## src/hw/rtl/pool_refill_bin_policy_defines.svh

```systemverilog
// Assertion macros shared by the pool refill policy RTL.
// Depends on nothing; users must provide signals named clk and rst_n.
`ifndef POOL_REFILL_BIN_POLICY_DEFINES_SVH
`define POOL_REFILL_BIN_POLICY_DEFINES_SVH

// Same-cycle implication, disabled while in reset.
`define PRBP_ASSERT_IMP(lbl, ante, cons) \
  lbl: assert property (@(posedge clk) disable iff (!rst_n) (ante) |-> (cons)) \
    else $error("prbp: assertion failed");

// Next-cycle implication, disabled while in reset.
`define PRBP_ASSERT_NXT(lbl, ante, cons) \
  lbl: assert property (@(posedge clk) disable iff (!rst_n) (ante) |=> (cons)) \
    else $error("prbp: assertion failed");

`endif

```

## src/hw/rtl/prbp_pkg.sv

```systemverilog
// Types, constants and helper functions of the pool refill policy.
// Used by prbp_front, prbp_back and pool_refill_bin_policy.
`timescale 1ns / 1ps
`default_nettype none

package prbp_pkg;

  localparam int NUM_BINS     = 32;
  localparam int HEADER_BYTES = 16;
  localparam int MAX_ALIGN    = 16;
  localparam int BIN_IDX_W    = $clog2(NUM_BINS);
  localparam int CNT_W        = 16;

  localparam logic [5:0]       RST_LOW_BLOCKED = 6'd8;
  localparam logic [5:0]       RST_HIGH_FROM   = 6'd32;
  localparam logic [CNT_W-1:0] CNT_MAX         = {CNT_W{1'b1}};

  typedef enum logic [1:0] {
    OP_REFILL  = 2'd0,
    OP_RESERVE = 2'd1,
    OP_REWIND  = 2'd2,
    OP_RELEASE = 2'd3
  } prbp_op_t;

  typedef enum logic [1:0] {
    CFG_CONST_BYTES = 2'd0,
    CFG_LOW_BLOCKED = 2'd1,
    CFG_HIGH_FROM   = 2'd2
  } prbp_cfg_idx_t;

  typedef enum logic [2:0] {
    KIND_NONE        = 3'd0,
    KIND_CONST_REUSE = 3'd1,
    KIND_CONST_NEW   = 3'd2,
    KIND_BIN_REUSE   = 3'd3,
    KIND_BIN_NEW     = 3'd4,
    KIND_LARGE       = 3'd5,
    KIND_HOUSE       = 3'd6
  } prbp_kind_t;

  // Path an accepted transaction takes through the back end.
  typedef enum logic [1:0] {
    CLS_NONE  = 2'd0,
    CLS_CONST = 2'd1,
    CLS_BIN   = 2'd2,
    CLS_HOUSE = 2'd3
  } prbp_cls_t;

  typedef struct packed {
    logic [31:0] const_block_bytes;
    logic [5:0]  low_blocked_bins;
    logic [5:0]  high_blocked_from;
  } prbp_cfg_t;

  typedef struct packed {
    prbp_cls_t           cls;
    logic                refill;
    logic                release_all;
    logic [31:0]         req;
    logic [NUM_BINS-1:0] below;
    logic [31:0]         aligned;
  } prbp_item_t;

  typedef struct packed {
    prbp_kind_t           kind;
    logic [BIN_IDX_W-1:0] bin_index;
    logic [31:0]          buffer_bytes;
    logic [31:0]          fetch_bytes;
    logic [31:0]          freed_bin_mask;
    logic [CNT_W-1:0]     freed_const_blocks;
    logic [CNT_W-1:0]     freed_large_blocks;
  } prbp_res_t;

  function automatic logic [NUM_BINS-1:0] blocked_mask(input logic [5:0] lo,
                                                       input logic [5:0] hi);
    logic [NUM_BINS-1:0] m;
    m = '0;
    for (int i = 0; i < NUM_BINS; i++) begin
      m[i] = (6'(i) < lo) || (6'(i) >= hi);
    end
    return m;
  endfunction

  function automatic logic [CNT_W-1:0] inc_sat(input logic [CNT_W-1:0] c);
    return (c == CNT_MAX) ? CNT_MAX : c + 1'b1;
  endfunction

  // Round up to the header alignment, saturating at the 32-bit maximum.
  function automatic logic [31:0] header_aligned(input logic [31:0] bytes);
    logic [32:0] s;
    s = ({1'b0, bytes} + 33'(HEADER_BYTES - 1)) & ~33'(MAX_ALIGN - 1);
    return s[32] ? 32'hFFFF_FFFF : s[31:0];
  endfunction

endpackage

`default_nettype wire

```

## src/hw/rtl/pool_refill_bin_policy.sv

```systemverilog
// Pool refill policy: an item is written into a two-entry queue on acceptance
// and its result shows on the output ports once the back end registers it.
// Throughput is one item per cycle, set by the combinational bin search and
// count update in the back end; a full result register stalls the queue.
// Reset (synchronous, rst_n low) empties the queue and the result register,
// clears the block counts and fetched mask, and restores the configuration
// registers and in-use mask.
`timescale 1ns / 1ps
`default_nettype none

module pool_refill_bin_policy (
  input  wire logic        clk,
  input  wire logic        rst_n,
  input  wire logic        in_push,
  output logic             in_full,
  input  wire logic [1:0]  in_op,
  input  wire logic [31:0] in_request_bytes,
  input  wire logic        in_buffer_fits,
  output logic             out_empty,
  input  wire logic        out_pop,
  output logic [2:0]       out_kind,
  output logic [4:0]       out_bin_index,
  output logic [31:0]      out_buffer_bytes,
  output logic [31:0]      out_fetch_bytes,
  output logic [31:0]      out_freed_bin_mask,
  output logic [15:0]      out_freed_const_blocks,
  output logic [15:0]      out_freed_large_blocks,
  input  wire logic        cfg_valid,
  output logic             cfg_ready,
  input  wire logic [1:0]  cfg_index,
  input  wire logic [31:0] cfg_data
);
  import prbp_pkg::*;

  prbp_cfg_t  cfg_r;
  prbp_item_t item;
  logic       item_valid;
  logic       take;
  logic       res_valid;
  prbp_res_t  res;

  assign cfg_ready = 1'b1;

  always_ff @(posedge clk) begin
    if (!rst_n) begin
      cfg_r.const_block_bytes <= '0;
      cfg_r.low_blocked_bins  <= RST_LOW_BLOCKED;
      cfg_r.high_blocked_from <= RST_HIGH_FROM;
    end else if (cfg_valid && cfg_ready) begin
      unique case (prbp_cfg_idx_t'(cfg_index))
        CFG_CONST_BYTES: cfg_r.const_block_bytes <= cfg_data;
        CFG_LOW_BLOCKED: cfg_r.low_blocked_bins  <= cfg_data[5:0];
        CFG_HIGH_FROM:   cfg_r.high_blocked_from <= cfg_data[5:0];
        default: begin
          cfg_r <= cfg_r;
        end
      endcase
    end
  end

  prbp_front u_front (
    .clk               (clk),
    .rst_n             (rst_n),
    .const_block_bytes (cfg_r.const_block_bytes),
    .push              (in_push),
    .full              (in_full),
    .op                (in_op),
    .request_bytes     (in_request_bytes),
    .buffer_fits       (in_buffer_fits),
    .item_valid        (item_valid),
    .item              (item),
    .take              (take)
  );

  prbp_back u_back (
    .clk        (clk),
    .rst_n      (rst_n),
    .cfg        (cfg_r),
    .item_valid (item_valid),
    .item       (item),
    .take       (take),
    .res_valid  (res_valid),
    .res        (res),
    .pop        (out_pop)
  );

  assign out_empty              = !res_valid;
  assign out_kind               = res.kind;
  assign out_bin_index          = res.bin_index;
  assign out_buffer_bytes       = res.buffer_bytes;
  assign out_fetch_bytes        = res.fetch_bytes;
  assign out_freed_bin_mask     = res.freed_bin_mask;
  assign out_freed_const_blocks = res.freed_const_blocks;
  assign out_freed_large_blocks = res.freed_large_blocks;

endmodule

`default_nettype wire

```

## src/hw/rtl/prbp_front.sv

```systemverilog
// Front end: accepts transactions, classifies them and holds them in a
// two-entry queue for the back end. Depends on prbp_pkg and the assertion macros.
`timescale 1ns / 1ps
`default_nettype none
`include "pool_refill_bin_policy_defines.svh"

module prbp_front (
  input  wire logic                clk,
  input  wire logic                rst_n,
  input  wire logic [31:0]         const_block_bytes,
  input  wire logic                push,
  output logic                     full,
  input  wire logic [1:0]          op,
  input  wire logic [31:0]         request_bytes,
  input  wire logic                buffer_fits,
  output logic                     item_valid,
  output prbp_pkg::prbp_item_t     item,
  input  wire logic                take
);
  import prbp_pkg::*;

  prbp_item_t  q_r [2];
  logic        wr_ptr_r, wr_ptr_nxt;
  logic        rd_ptr_r, rd_ptr_nxt;
  logic [1:0]  cnt_r, cnt_nxt;
  logic        push_ok;
  prbp_item_t  cls_item;
  logic [31:0] req_m1;
  prbp_op_t    op_e;

  assign op_e    = prbp_op_t'(op);
  assign full    = (cnt_r == 2'd2);
  assign push_ok = push && !full;
  assign req_m1  = request_bytes - 32'd1;

  always_comb begin
    cls_item.refill      = (op_e == OP_REFILL);
    cls_item.release_all = (op_e == OP_RELEASE);
    cls_item.req         = request_bytes;
    // Bin i lies below the request when 2^i < request, i.e. request-1 has a
    // set bit at or above i.
    for (int i = 0; i < NUM_BINS; i++) begin
      cls_item.below[i] = |(req_m1 >> i);
    end
    if (op_e == OP_REWIND || op_e == OP_RELEASE) begin
      cls_item.cls = CLS_HOUSE;
    end else if (request_bytes == 32'd0 || (op_e == OP_RESERVE && buffer_fits)) begin
      cls_item.cls = CLS_NONE;
    end else if (request_bytes <= const_block_bytes) begin
      cls_item.cls = CLS_CONST;
    end else begin
      cls_item.cls = CLS_BIN;
    end
    cls_item.aligned = header_aligned((cls_item.cls == CLS_CONST) ? const_block_bytes
                                                                   : request_bytes);
  end

  always_comb begin
    wr_ptr_nxt = push_ok ? ~wr_ptr_r : wr_ptr_r;
    rd_ptr_nxt = take ? ~rd_ptr_r : rd_ptr_r;
    cnt_nxt    = cnt_r + 2'(push_ok) - 2'(take);
  end

  always_ff @(posedge clk) begin
    if (!rst_n) begin
      wr_ptr_r <= 1'b0;
      rd_ptr_r <= 1'b0;
      cnt_r    <= 2'd0;
    end else begin
      wr_ptr_r <= wr_ptr_nxt;
      rd_ptr_r <= rd_ptr_nxt;
      cnt_r    <= cnt_nxt;
    end
  end

  always_ff @(posedge clk) begin
    if (push_ok) begin
      q_r[wr_ptr_r] <= cls_item;
    end
  end

  assign item_valid = (cnt_r != 2'd0);
  assign item       = q_r[rd_ptr_r];

  `PRBP_ASSERT_IMP(a_cnt_bound, 1'b1, cnt_r <= 2'd2)
  `PRBP_ASSERT_IMP(a_no_take_empty, take, cnt_r != 2'd0)
  `PRBP_ASSERT_NXT(a_push_counts, push_ok && !take, cnt_r == $past(cnt_r) + 2'd1)

endmodule

`default_nettype wire

```

## src/hw/rtl/prbp_back.sv

```systemverilog
// Back end: holds the bin masks and block counts, carries out the queued
// transaction and registers its result. Depends on prbp_pkg and the assertion macros.
`timescale 1ns / 1ps
`default_nettype none
`include "pool_refill_bin_policy_defines.svh"

module prbp_back (
  input  wire logic                  clk,
  input  wire logic                  rst_n,
  input  wire prbp_pkg::prbp_cfg_t   cfg,
  input  wire logic                  item_valid,
  input  wire prbp_pkg::prbp_item_t  item,
  output logic                       take,
  output logic                       res_valid,
  output prbp_pkg::prbp_res_t        res,
  input  wire logic                  pop
);
  import prbp_pkg::*;

  logic [NUM_BINS-1:0]  in_use_r, in_use_nxt;
  logic [NUM_BINS-1:0]  fetched_r, fetched_nxt;
  logic [CNT_W-1:0]     total_r, total_nxt;
  logic [CNT_W-1:0]     used_r, used_nxt;
  logic [CNT_W-1:0]     large_r, large_nxt;
  logic                 valid_r, valid_nxt;
  prbp_res_t            res_r, res_nxt;

  logic [NUM_BINS-1:0]  blocked;
  logic [NUM_BINS-1:0]  avail;
  logic [NUM_BINS-1:0]  ready;
  logic [NUM_BINS-1:0]  pick;
  logic [NUM_BINS-1:0]  bit_sel;
  logic [BIN_IDX_W-1:0] idx;

  assign blocked = blocked_mask(cfg.low_blocked_bins, cfg.high_blocked_from);
  assign avail   = ~(in_use_r | blocked | item.below);
  assign ready   = fetched_r & avail;
  assign pick    = (|ready) ? ready : avail;

  always_comb begin
    idx = '0;
    for (int i = NUM_BINS - 1; i >= 0; i--) begin
      if (pick[i]) begin
        idx = BIN_IDX_W'(i);
      end
    end
  end

  assign bit_sel = NUM_BINS'(1) << idx;

  // The result slot frees up in the cycle it is popped.
  assign take = item_valid && (!valid_r || pop);

  always_comb begin
    in_use_nxt  = in_use_r;
    fetched_nxt = fetched_r;
    total_nxt   = total_r;
    used_nxt    = used_r;
    large_nxt   = large_r;
    res_nxt     = '0;
    res_nxt.kind = KIND_NONE;
    case (item.cls)
      CLS_HOUSE: begin
        res_nxt.kind               = KIND_HOUSE;
        res_nxt.freed_large_blocks = large_r;
        large_nxt                  = '0;
        used_nxt                   = '0;
        in_use_nxt                 = blocked;
        if (item.release_all) begin
          res_nxt.freed_bin_mask     = fetched_r;
          res_nxt.freed_const_blocks = total_r;
          fetched_nxt                = '0;
          total_nxt                  = '0;
        end
      end
      CLS_CONST: begin
        if (used_r < total_r) begin
          res_nxt.kind = KIND_CONST_REUSE;
        end else begin
          res_nxt.kind        = KIND_CONST_NEW;
          res_nxt.fetch_bytes = item.aligned;
          total_nxt           = inc_sat(total_r);
        end
        if (item.refill) begin
          used_nxt             = inc_sat(used_r);
          res_nxt.buffer_bytes = cfg.const_block_bytes;
        end
      end
      CLS_BIN: begin
        if (|pick) begin
          res_nxt.bin_index = idx;
          if (fetched_r[idx]) begin
            res_nxt.kind = KIND_BIN_REUSE;
          end else begin
            res_nxt.kind        = KIND_BIN_NEW;
            res_nxt.fetch_bytes = 32'(bit_sel);
            fetched_nxt         = fetched_r | bit_sel;
          end
          if (item.refill) begin
            res_nxt.buffer_bytes = 32'(bit_sel);
            in_use_nxt           = in_use_r | bit_sel;
          end
        end else begin
          res_nxt.kind         = KIND_LARGE;
          res_nxt.fetch_bytes  = item.aligned;
          res_nxt.buffer_bytes = item.req;
          large_nxt            = inc_sat(large_r);
        end
      end
      default: begin
        res_nxt.kind = KIND_NONE;
      end
    endcase
    valid_nxt = take ? 1'b1 : (pop ? 1'b0 : valid_r);
  end

  always_ff @(posedge clk) begin
    if (!rst_n) begin
      in_use_r  <= blocked_mask(RST_LOW_BLOCKED, RST_HIGH_FROM);
      fetched_r <= '0;
      total_r   <= '0;
      used_r    <= '0;
      large_r   <= '0;
      valid_r   <= 1'b0;
    end else begin
      valid_r <= valid_nxt;
      if (take) begin
        in_use_r  <= in_use_nxt;
        fetched_r <= fetched_nxt;
        total_r   <= total_nxt;
        used_r    <= used_nxt;
        large_r   <= large_nxt;
      end
    end
  end

  always_ff @(posedge clk) begin
    if (take) begin
      res_r <= res_nxt;
    end
  end

  assign res_valid = valid_r;
  assign res       = res_r;

  `PRBP_ASSERT_IMP(a_used_le_total, 1'b1, used_r <= total_r)
  `PRBP_ASSERT_NXT(a_house_clears_large, take && item.cls == CLS_HOUSE, large_r == '0)
  `PRBP_ASSERT_NXT(a_none_kind, take && item.cls == CLS_NONE,
                   valid_r && res_r.kind == KIND_NONE)

endmodule

`default_nettype wire
```

## config.mk

```make
export PLATFORM = sky130hd
export DESIGN_NAME = pool_refill_bin_policy
export DESIGN_NICKNAME = d
export VERILOG_FILES = /design/src/hw/rtl/prbp_pkg.sv /design/src/hw/rtl/pool_refill_bin_policy.sv /design/src/hw/rtl/prbp_front.sv /design/src/hw/rtl/prbp_back.sv
export VERILOG_INCLUDE_DIRS = /design/src /design/src/hw/rtl
export SDC_FILE = /design/constraint.sdc
export NUM_CORES = 1
export LEC_CHECK = 0
export ABC_AREA = 0
export BUFFER_PORTS_ARGS = -buffer_cell sky130_fd_sc_hd__buf_2
export CORE_MARGIN = 4
export CORE_UTILIZATION = 45
export CTS_CLUSTER_SIZE = 10
export DETAILED_ROUTE_END_ITERATION = 8
export HOLD_SLACK_MARGIN = 0.03
export PLACE_DENSITY = 0.7
export SYNTH_ARGS = -nofsm -noshare
export SYNTH_HDL_FRONTEND = slang
export SYNTH_SLANG_ARGS = --single-unit
```

## constraint.sdc

```tcl
create_clock -name clk -period 5.7 [get_ports clk]
set_input_delay 1.14 -clock clk [delete_from_list [all_inputs] [get_ports clk]]
set_output_delay 1.14 -clock clk [all_outputs]
set_load 0.005 [all_outputs]
```

Word-level counts from Yosys, hierarchy flattened
Memory sizes are Yosys's and may differ from the RTL's. A register that Yosys moved wholly into a read port is not among the register bits. Cells that the tools add are included.

Memories kept: 1. Bits in writable memories: 200. Word-level logic and storage cells: 286. Register bits after elaboration: 297.

Memories: u_front.q_r (words 2, width 100, read ports 1, clocked after memory_dff 1, write ports 1, line prbp_front.sv:22) `prbp_item_t q_r [2];`.

Bitwise logic cells: 8. Multiplexer cells: 73. Equality and inequality tests: 20. Add/subtract/negate cells: 7. Shift-type cells: 1. Reduce and logical (&&, ||, !) cells: 90. Order comparisons: 67.

Operator list (number): 32-bit 2-to-1 mux (12); 5-bit 2-to-1 mux (32); 32-bit OR (4); 32-bit one-hot mux with 2 select lines (2); 64-bit one-hot mux with 2 select lines (1); 16-bit 2-to-1 mux (7); 5-bit by 6-bit greater-or-equal comparator with 1-bit output (first input constant) (16); 5-bit by 6-bit < comparator with 1-bit output (first input constant) (16); 16-bit one-hot mux with 2 select lines (3); 32-bit OR reduction (3); 64-bit 2-to-1 mux (1); 16-bit by 1-bit adder with 16-bit output (second input constant) (3); 16-bit == test (second input constant) (3); 4-bit by 6-bit greater-or-equal comparator with 1-bit output (first input constant) (8); 4-bit by 6-bit < comparator with 1-bit output (first input constant) (8); 1-bit logical OR (35); 32-bit by 4-bit adder with 33-bit output (second input constant) (1); 32-bit bitwise AND (1); 32-bit less-or-equal comparator (1); 32-bit zero test (1); 32-bit inverter (1); 1-bit by 5-bit << shifter with 32-bit output (first input constant) (1); 32-bit by 1-bit subtractor with 32-bit output (second input constant) (1); 31-bit OR reduction (1); 57 further kinds (104).

Depth between registers and ports, before layout
Gate-level depths: netlist of run 1.

Depth in word-level cells: 45. Gate-level depth with buffers: 23.

Modules after synthesis
From an unflattened synthesis of run 1, not the netlist that was laid out.

Cells, all modules: 2609. Area total of the unflattened synthesis: 26521.7 um2.

Modules (own cells, without submodules): prbp_back (area an instance 13824.5 um2, seq. area each 6346.1 um2, times used 1, cells an instance 1511); prbp_front (area an instance 10919.2 um2, seq. area each 5925.7 um2, times used 1, cells an instance 915); pool_refill_bin_policy (area an instance 1778.0 um2, seq. area each 880.8 um2, times used 1, cells an instance 183).

Worst setup path after synthesis of run 1
Ideal clock, no wire load.

Path type: input to register. From: in in_push. To: mem u_front.q_r[0][10] in the netlist's numbering (enable). Setup slack: -0.130 ns. Path buffers: 0. Setup time: 0.555 ns. Cell stages on the path: 2. Arrival: 5.275 ns. Cell sequence: nand2_1 nor2_1.

Cells in the longest elaborated chain, start to end: 3.

RTL lines: start: declaration (line pool_refill_bin_policy.sv:14) `input wire logic in_push,`; 1-bit logical AND (line prbp_front.sv:33) `assign push_ok = push && !full;`; 1-bit 2-to-1 mux (line prbp_front.sv:77) `if (push_ok) begin`; 1-bit 2-to-1 mux (not written as such) (line prbp_front.sv:78) `q_r[wr_ptr_r] <= cls_item;`; end: declaration (line prbp_front.sv:22).

No other way between the ends.

==> results.py, run 1 <==
metrics = {
    "outcome": {
        "status": "finished clean",
    },
    "pwr": {
        "p_leak_nw": 11.6,
        "combPwrFrac_pct": 40.8,
        "p_sw_share_pct": 37.9,
        "clockPowerShare_pct": 24.0,
        "internal_power_mw": 8.71,
        "design_power_total_mw": 14.0,
        "p_per_area_nw_per_um2": 455,
        "share_seq_of_total_power_pct": 35.1,
        "vdd_drop_max_uv": 466,
        "power.switching_mw": 5.31,
    },
    "timing": {
        "fin_crit_sh_pct": 98.1,
        "hold_violations": 0,
        "hold_ws_ns": 0.469,
        "setup_ws_ns": 0.108,
        "fmax_mhz": 179,
        "rsz0062_at_grt": "no",
        "maxSlewHeadroom_pct": 22.9,
        "finClkSkew_ns": 0.0187,
        "setup_tns_ns": 0,
        "setup_viol": 0,
        "layout_min_cycle_time_ns": 5.59,
        "slew_violations": 0,
        "worst_pin_slew_ns": 1.16,
    },
    "yosys": {
        "yosysSeqAreaShare_pct": 50.4,
        "synth_edf_count": 330,
        "async_reset_ff_share_pct": 0,
        "synth_ff_type": "edfxtp_1",
        "yosysWarnings": 0,
        "synth.avg_cell_area_um2": 10.3,
        "syn-cell-area_um2": 26100,
        "synthesis.nets": 2677,
        "ys_ff_latch": 492,
        "synth_cells": 2544,
        "yosysUniqueCellTypes": 115,
    },
    "drt": {
        "route.detailed.drc": 0,
        "vias": 22400,
        "drt-pass1-iter-count": 8,
        "vias_per_cell": 6.09,
        "wl_per_cell_um": 24.3,
        "initialDrtViolationCount": 2379,
        "drt-total-wl_um": 89300,
        "antenna_left": 0,
    },
    "clock_tree": {
        "clkTransAtPathRegs_ns": 0.06,
        "clock_latency_ns": 0.62,
        "root_buffer": "clkbuf_16",
        "hold_buffers": 0,
        "htreeDepth": 2,
        "cts.sinks": 492,
        "cts_buffer_depth": 3,
        "cts_buffers": 56,
        "tritoncts": "yes",
    },
    "global_route": {
        "first_global_vias": 21500,
        "track_usage_pct": 27.6,
        "grt_max_degree": 78,
        "antenna_found_initial": 6,
        "grt_first_pass_wirelength_um": 133000,
        "overflow": 0,
    },
    "worst_setup_path": {
        "crit_arrival_ns": 5.93,
        "cpMaxStageDelayCell": "nor4_2",
        "critical_path_buf_inv_count": 2,
        "cp_slowest_stage_delay_ns": 0.82,
        "path_cells": "nor4_4 -> a211oi_1 -> a32oi_1 -> nand3b_1 -> nor4_2 -> a32oi_1 -> o21ai_0 -> o21bai_1 -> a221oi_1 -> o311a_1 -> buf_4 -> nor3_1 -> buf_4 -> and2_1 -> a222oi_1 -> nor2_1",
        "path_max_fanout": 12,
        "r2r_cells": 16,
        "reg2reg_from": "cfg_r[5]",
        "path_depth": 16,
        "critPathLaunch": "cfg_r[5]",
        "worst-setup-path-type": "register to register",
        "required_ns": 6.04,
        "critPathTopFamily": "compound AO/OA/AOI/OAI gates",
        "cp-start-kind": "register",
        "end_kind": "register",
    },
    "finish": {
        "multi_input_area_um2": 12000,
        "final_common_cell": "edfxtp_1",
        "syn_to_final_growth_pct": 18.0,
        "fin_nets": 2999,
        "mostFrequentLayoutCells": "edfxtp_1 (330), nand2_1 (276), buf_2 (210), buf_4 (199), nor2_1 (159)",
        "num-fill-cells": 4946,
        "drive_above_1_share_pct": 22.3,
        "final_core_util_pct": 54.1,
        "ff_latch_area_um2": 13200,
    },
    "floorplan": {
        "core_area_um2": 56900,
        "rows": 87,
        "die-area_um2": 61900,
        "initial_core_util_pct": 45.8,
        "dieHeight_um": 249,
        "fp.dieW_um": 249,
        "io_pins": 213,
    },
    "placement": {
        "preCtsSetupSlack_ns": 0.0889,
        "gp_congestion": 0.990,
        "dp_hpwl_um": 66800,
        "io_buffers": 211,
    },
    "min_path": {
        "holdPathStages": 2,
        "hp-start": "u_back.in_use_r[15]",
        "hold_class": "register to register",
    },
    "run": {
        "drv_cap": 0,
    },
}
-- cell usage after synthesis, types with 15 or more instances --
cell type	instances	share of area (%)
edfxtp_1	330	38
nand2_1	276	4.0
dfxtp_1	162	12
nor2_1	162	2.3
a21oi_1	141	2.7
clkbuf_1	107	1.5
o21ai_0	102	2.0
and2_1	98	2.4
inv_1	87	1.3
nand3_1	77	1.5
mux2i_1	74	2.8
mux2_2	64	2.8
ha_1	59	2.8
nor2b_1	51	1.2
and3_1	45	1.1
a21o_1	38	1.1
nor3_1	37	0.71
o31ai_1	36	1.0
a21boi_0	34	0.98
o22ai_1	32	0.77
nand2b_1	30	0.72
nand4_1	30	0.72
xnor2_1	28	0.94
a222oi_1	26	1.0
buf_2	23	0.44
o21a_1	22	0.63
o221a_2	20	0.86
nor4_1	19	0.46
a31oi_1	17	0.41
nor3b_1	16	0.46
or2_2	15	0.36
-- per-stage QoR --
step                      cells  instance area [µm²]
after floorplan            2544                26100
after global placement     3558                29000
after detailed placement   3558                29000
after CTS                  3662                30700
after global routing       3668                30800
final                      3670                30800
-- sequential cells by signal, indices dropped and copies added (netlist names), named ones only --
| register | cells |
|---|---|
| u_back.fetched_r | 32 |
| u_front.rd_ptr_r | 1 |
| u_back.large_r | 16 |
| u_front.cnt_r | 2 |
| u_front.q_r | 194 |
| u_back.total_r | 16 |
| u_back.res_valid | 1 |
| u_back.in_use_r | 32 |
| u_front.wr_ptr_r | 1 |
| cfg_r | 44 |
| u_back.res | 136 |
| u_back.used_r | 16 |
-- kinds of logic after synthesis --
group / after synthesis / synth area share [%]
other cells: 1 / 0.0144
buf+inv: 241 / 3.88
flops: 492 / 50.4
compound gates: 629 / 16.9
simple gates: 941 / 18.8
mux: 140 / 5.70
xor+xnor: 41 / 1.38
fa+ha+maj: 59 / 2.83
-- power by group through the flow --
stage / registers (mW) / clock network, mW / logic, mW
floorplan: 4.91 / 0 / 2.94
global placement: 4.97 / 0 / 5.53
detailed placement: 4.98 / 0 / 5.59
CTS: 4.92 / 3.42 / 5.62
global route: 4.97 / 3.56 / 6.03
finish: 4.92 / 3.37 / 5.72
-- layout make-up --
cell class,count,share of cell area [%]
Multi-Input combinational cell,1811,38.9
Timing Repair Buffer,416,8.72
Clock inverter,3,0.179
Tap cell,756,3.07
Inverter,89,1.10
Clock buffer,101,5.27
Antenna cell,2,0.0163
Sequential cell,492,42.8
-- timing repair --
item                       in CTS  in global routing
gates resized for setup         0                  9
setup buffers                   0                  6
setup endpoints to repair       0                 74
-- layer usage --
metal  global-route usage (%)  vias up  routed length (µm)
li1                         -    10200                   -
met1                     37.0    10900               36600
met2                     45.5     1101               41500
met3                     4.52      196                7670
met4                     9.67        4                3530
met5                        0        -                  33
-- worst paths after layout --
check / to / slack, ns
worst min-delay path: u_back.in_use_r[15] / 0.47
worst max register to register: u_back.res[105] / 0.11
worst min register to register: u_back.in_use_r[15] / 0.47
worst max-delay path: u_back.res[105] / 0.11
-- worst min-delay path, stage by stage, from the launching register on --
cell and delay [ns]:
dfxtp_1 0.31, inv_1 0.05, a21oi_1 0.05
Note: power is estimated with default switching activity, not from simulation.
==> run 2: changes to the inputs <==
--- a/config.mk
+++ b/config.mk
@@ -9,11 +9,11 @@
 export ABC_AREA = 0
 export BUFFER_PORTS_ARGS = -buffer_cell sky130_fd_sc_hd__buf_2
 export CORE_MARGIN = 4
-export CORE_UTILIZATION = 45
+export CORE_UTILIZATION = 50
 export CTS_CLUSTER_SIZE = 10
 export DETAILED_ROUTE_END_ITERATION = 8
 export HOLD_SLACK_MARGIN = 0.03
-export PLACE_DENSITY = 0.7
+export PLACE_DENSITY = 0.76
 export SYNTH_ARGS = -nofsm -noshare
 export SYNTH_HDL_FRONTEND = slang
 export SYNTH_SLANG_ARGS = --single-unit
==> run 2 against run 1 <==
  * Fmax grew 2.4%
  * Critical endpoint is now u_back.res[78]
  * Worst setup slack better by 0.13 ns
  * Sequential share of layout area down 0.67 points
  * Hold slack improved by 0.0015 ns
  * Die area shrank 9.7%
  * Register-to-register slack improved by 0.13 ns
  * Count of clock-buffer cells in the layout up 2
  * Via count grew 2.2%
  * Design area increased by 1.5%
  * Highest routed layer unchanged
  * Largest power group unchanged
  * First-iteration DRC count increased by 19%
  * Power increased by 2.4%
  * Critical path depth grew 1
  * Largest cell class unchanged
==> results.py, run 2 (synthesis gave the netlist of run 1 again) <==
metrics = {
    "drt": {
        "drt-pass1-iter-count": 8,
        "vias_per_cell": 6.24,
        "wl_per_cell_um": 24.5,
        "drt-total-wl_um": 89600,
        "route.detailed.drc": 0,
        "antenna_left": 0,
        "vias": 22900,
        "initialDrtViolationCount": 2824,
    },
    "timing": {
        "setup_tns_ns": 0,
        "layout_min_cycle_time_ns": 5.46,
        "setup_viol": 0,
        "worst_pin_slew_ns": 1.10,
        "finClkSkew_ns": 0.0269,
        "hold_violations": 0,
        "rsz0062_at_grt": "no",
        "maxSlewHeadroom_pct": 26.4,
        "hold_ws_ns": 0.471,
        "slew_violations": 0,
        "fin_crit_sh_pct": 95.8,
        "fmax_mhz": 183,
    },
    "worst_setup_path": {
        "required_ns": 6.14,
        "crit_arrival_ns": 5.90,
        "end_kind": "register",
        "reg2reg_from": "cfg_r[8]",
        "cp-start-kind": "register",
        "critPathLaunch": "cfg_r[8]",
        "path_max_fanout": 15,
        "worst-setup-path-type": "register to register",
    },
    "clock_tree": {
        "clkTransAtPathRegs_ns": 0.06,
        "htreeDepth": 2,
        "hold_buffers": 0,
        "cts_buffers": 57,
        "cts_buffer_depth": 3,
        "root_buffer": "clkbuf_16",
        "cts.sinks": 492,
        "clock_latency_ns": 0.63,
        "tritoncts": "yes",
    },
    "pwr": {
        "p_leak_nw": 11.9,
        "design_power_total_mw": 14.3,
        "vdd_drop_max_uv": 366,
        "p_per_area_nw_per_um2": 459,
    },
    "global_route": {
        "track_usage_pct": 30.7,
        "overflow": 0,
        "antenna_found_initial": 3,
        "grt_first_pass_wirelength_um": 134000,
        "first_global_vias": 21700,
        "grt_max_degree": 92,
    },
    "min_path": {
        "hp-start": "u_back.in_use_r[18]",
        "hold_class": "register to register",
    },
    "floorplan": {
        "fp.dieW_um": 236,
        "die-area_um2": 55900,
        "initial_core_util_pct": 50.6,
        "rows": 83,
        "core_area_um2": 51500,
        "io_pins": 213,
        "dieHeight_um": 236,
    },
    "outcome": {
        "status": "finished clean",
    },
    "placement": {
        "post-place-cells": 3553,
        "gp_congestion": 1.01,
        "dp_hpwl_um": 67000,
        "io_buffers": 211,
    },
    "finish": {
        "fin_cells": 3664,
        "drive_above_1_share_pct": 24.0,
        "final_core_util_pct": 60.7,
        "syn_to_final_growth_pct": 19.9,
        "top_register": "u_front.q_r",
        "fin_nets": 3067,
        "mostFrequentLayoutCells": "edfxtp_1 (330), nand2_1 (276), buf_4 (263), buf_2 (210), dfxtp_1 (160)",
        "largest_reg_flops": 194,
        "final_common_cell": "edfxtp_1",
    },
    "run": {
        "drv_cap": 0,
    },
}
[run 2: changes by cell type in the layout (fill, tap and decap cells not counted), sizes merged]
cell / change
clkinv: +3
diode: -1
clkbuf: +2
buf: +67
bufinv: -1
[run 2: report_power, final]
| group | internal (mW) | total, mW | switching [mW] |
|---|---|---|---|
| combinational | 2.40 | 6.04 | 3.64 |
| clock | 1.96 | 3.41 | 1.45 |
| sequential | 4.60 | 4.89 | 0.292 |
| total | 8.97 | 14.3 | 5.37 |
[run 2: layout make-up]
class	instances	area, µm²
diodes	1	2.50
clock buffers	103	1670
clock inverters	5	51.3
fillers	4228	20200
inverters	89	339
multi-input cells	1811	12000
flip-flops and latches	492	13200
well taps	680	851
repair buffers	483	3230
[run 2: through the flow]
stage               area (µm²)  worst slack, ns
floorplan                26100            0.214
global placement         29500            0.228
detailed placement       29500            0.157
CTS                      31200            0.145
global route             31300          0.00266
finish                   31300            0.240
[run 2: repair_timing]
item                       CTS  global route
setup buffers                0             2
gates resized for setup      0             2
setup endpoints to repair    0            65
[run 2: final timing paths]
path / slack, ns / depth (start not counted) / end
setup / recovery: 0.24 / 17 / u_back.res[78]
hold / removal: 0.47 / 2 / u_back.in_use_r[18]
setup reg to reg: 0.24 / 17 / u_back.res[78]
hold reg to reg: 0.47 / 2 / u_back.in_use_r[18]
[run 2: per-layer routing]
layer / GRT usage (%) / vias up / routed length [µm]
li1: - / 10300 / -
met4: 12.9 / 2 / 4360
met5: 0 / - / 8
met2: 48.5 / 1340 / 40700
met1: 42.4 / 11000 / 36300
met3: 4.93 / 222 / 8290
[run 2: worst max-delay path: stages (launching register included)]
cell      delay (ns)
dfxtp_1         0.48
or4_4           0.62
a211o_1         0.38
or4b_1          0.58
nand4b_1        0.18
or4_4           0.19
buf_4           0.13
o41ai_2         0.08
o21bai_2        0.24
or3_4           0.44
nor2_2          0.25
mux2_2          0.37
a211o_1         0.30
o221ai_1        0.10
mux2i_1         0.13
mux2_4          0.38
buf_4           0.21
o22ai_1         0.19
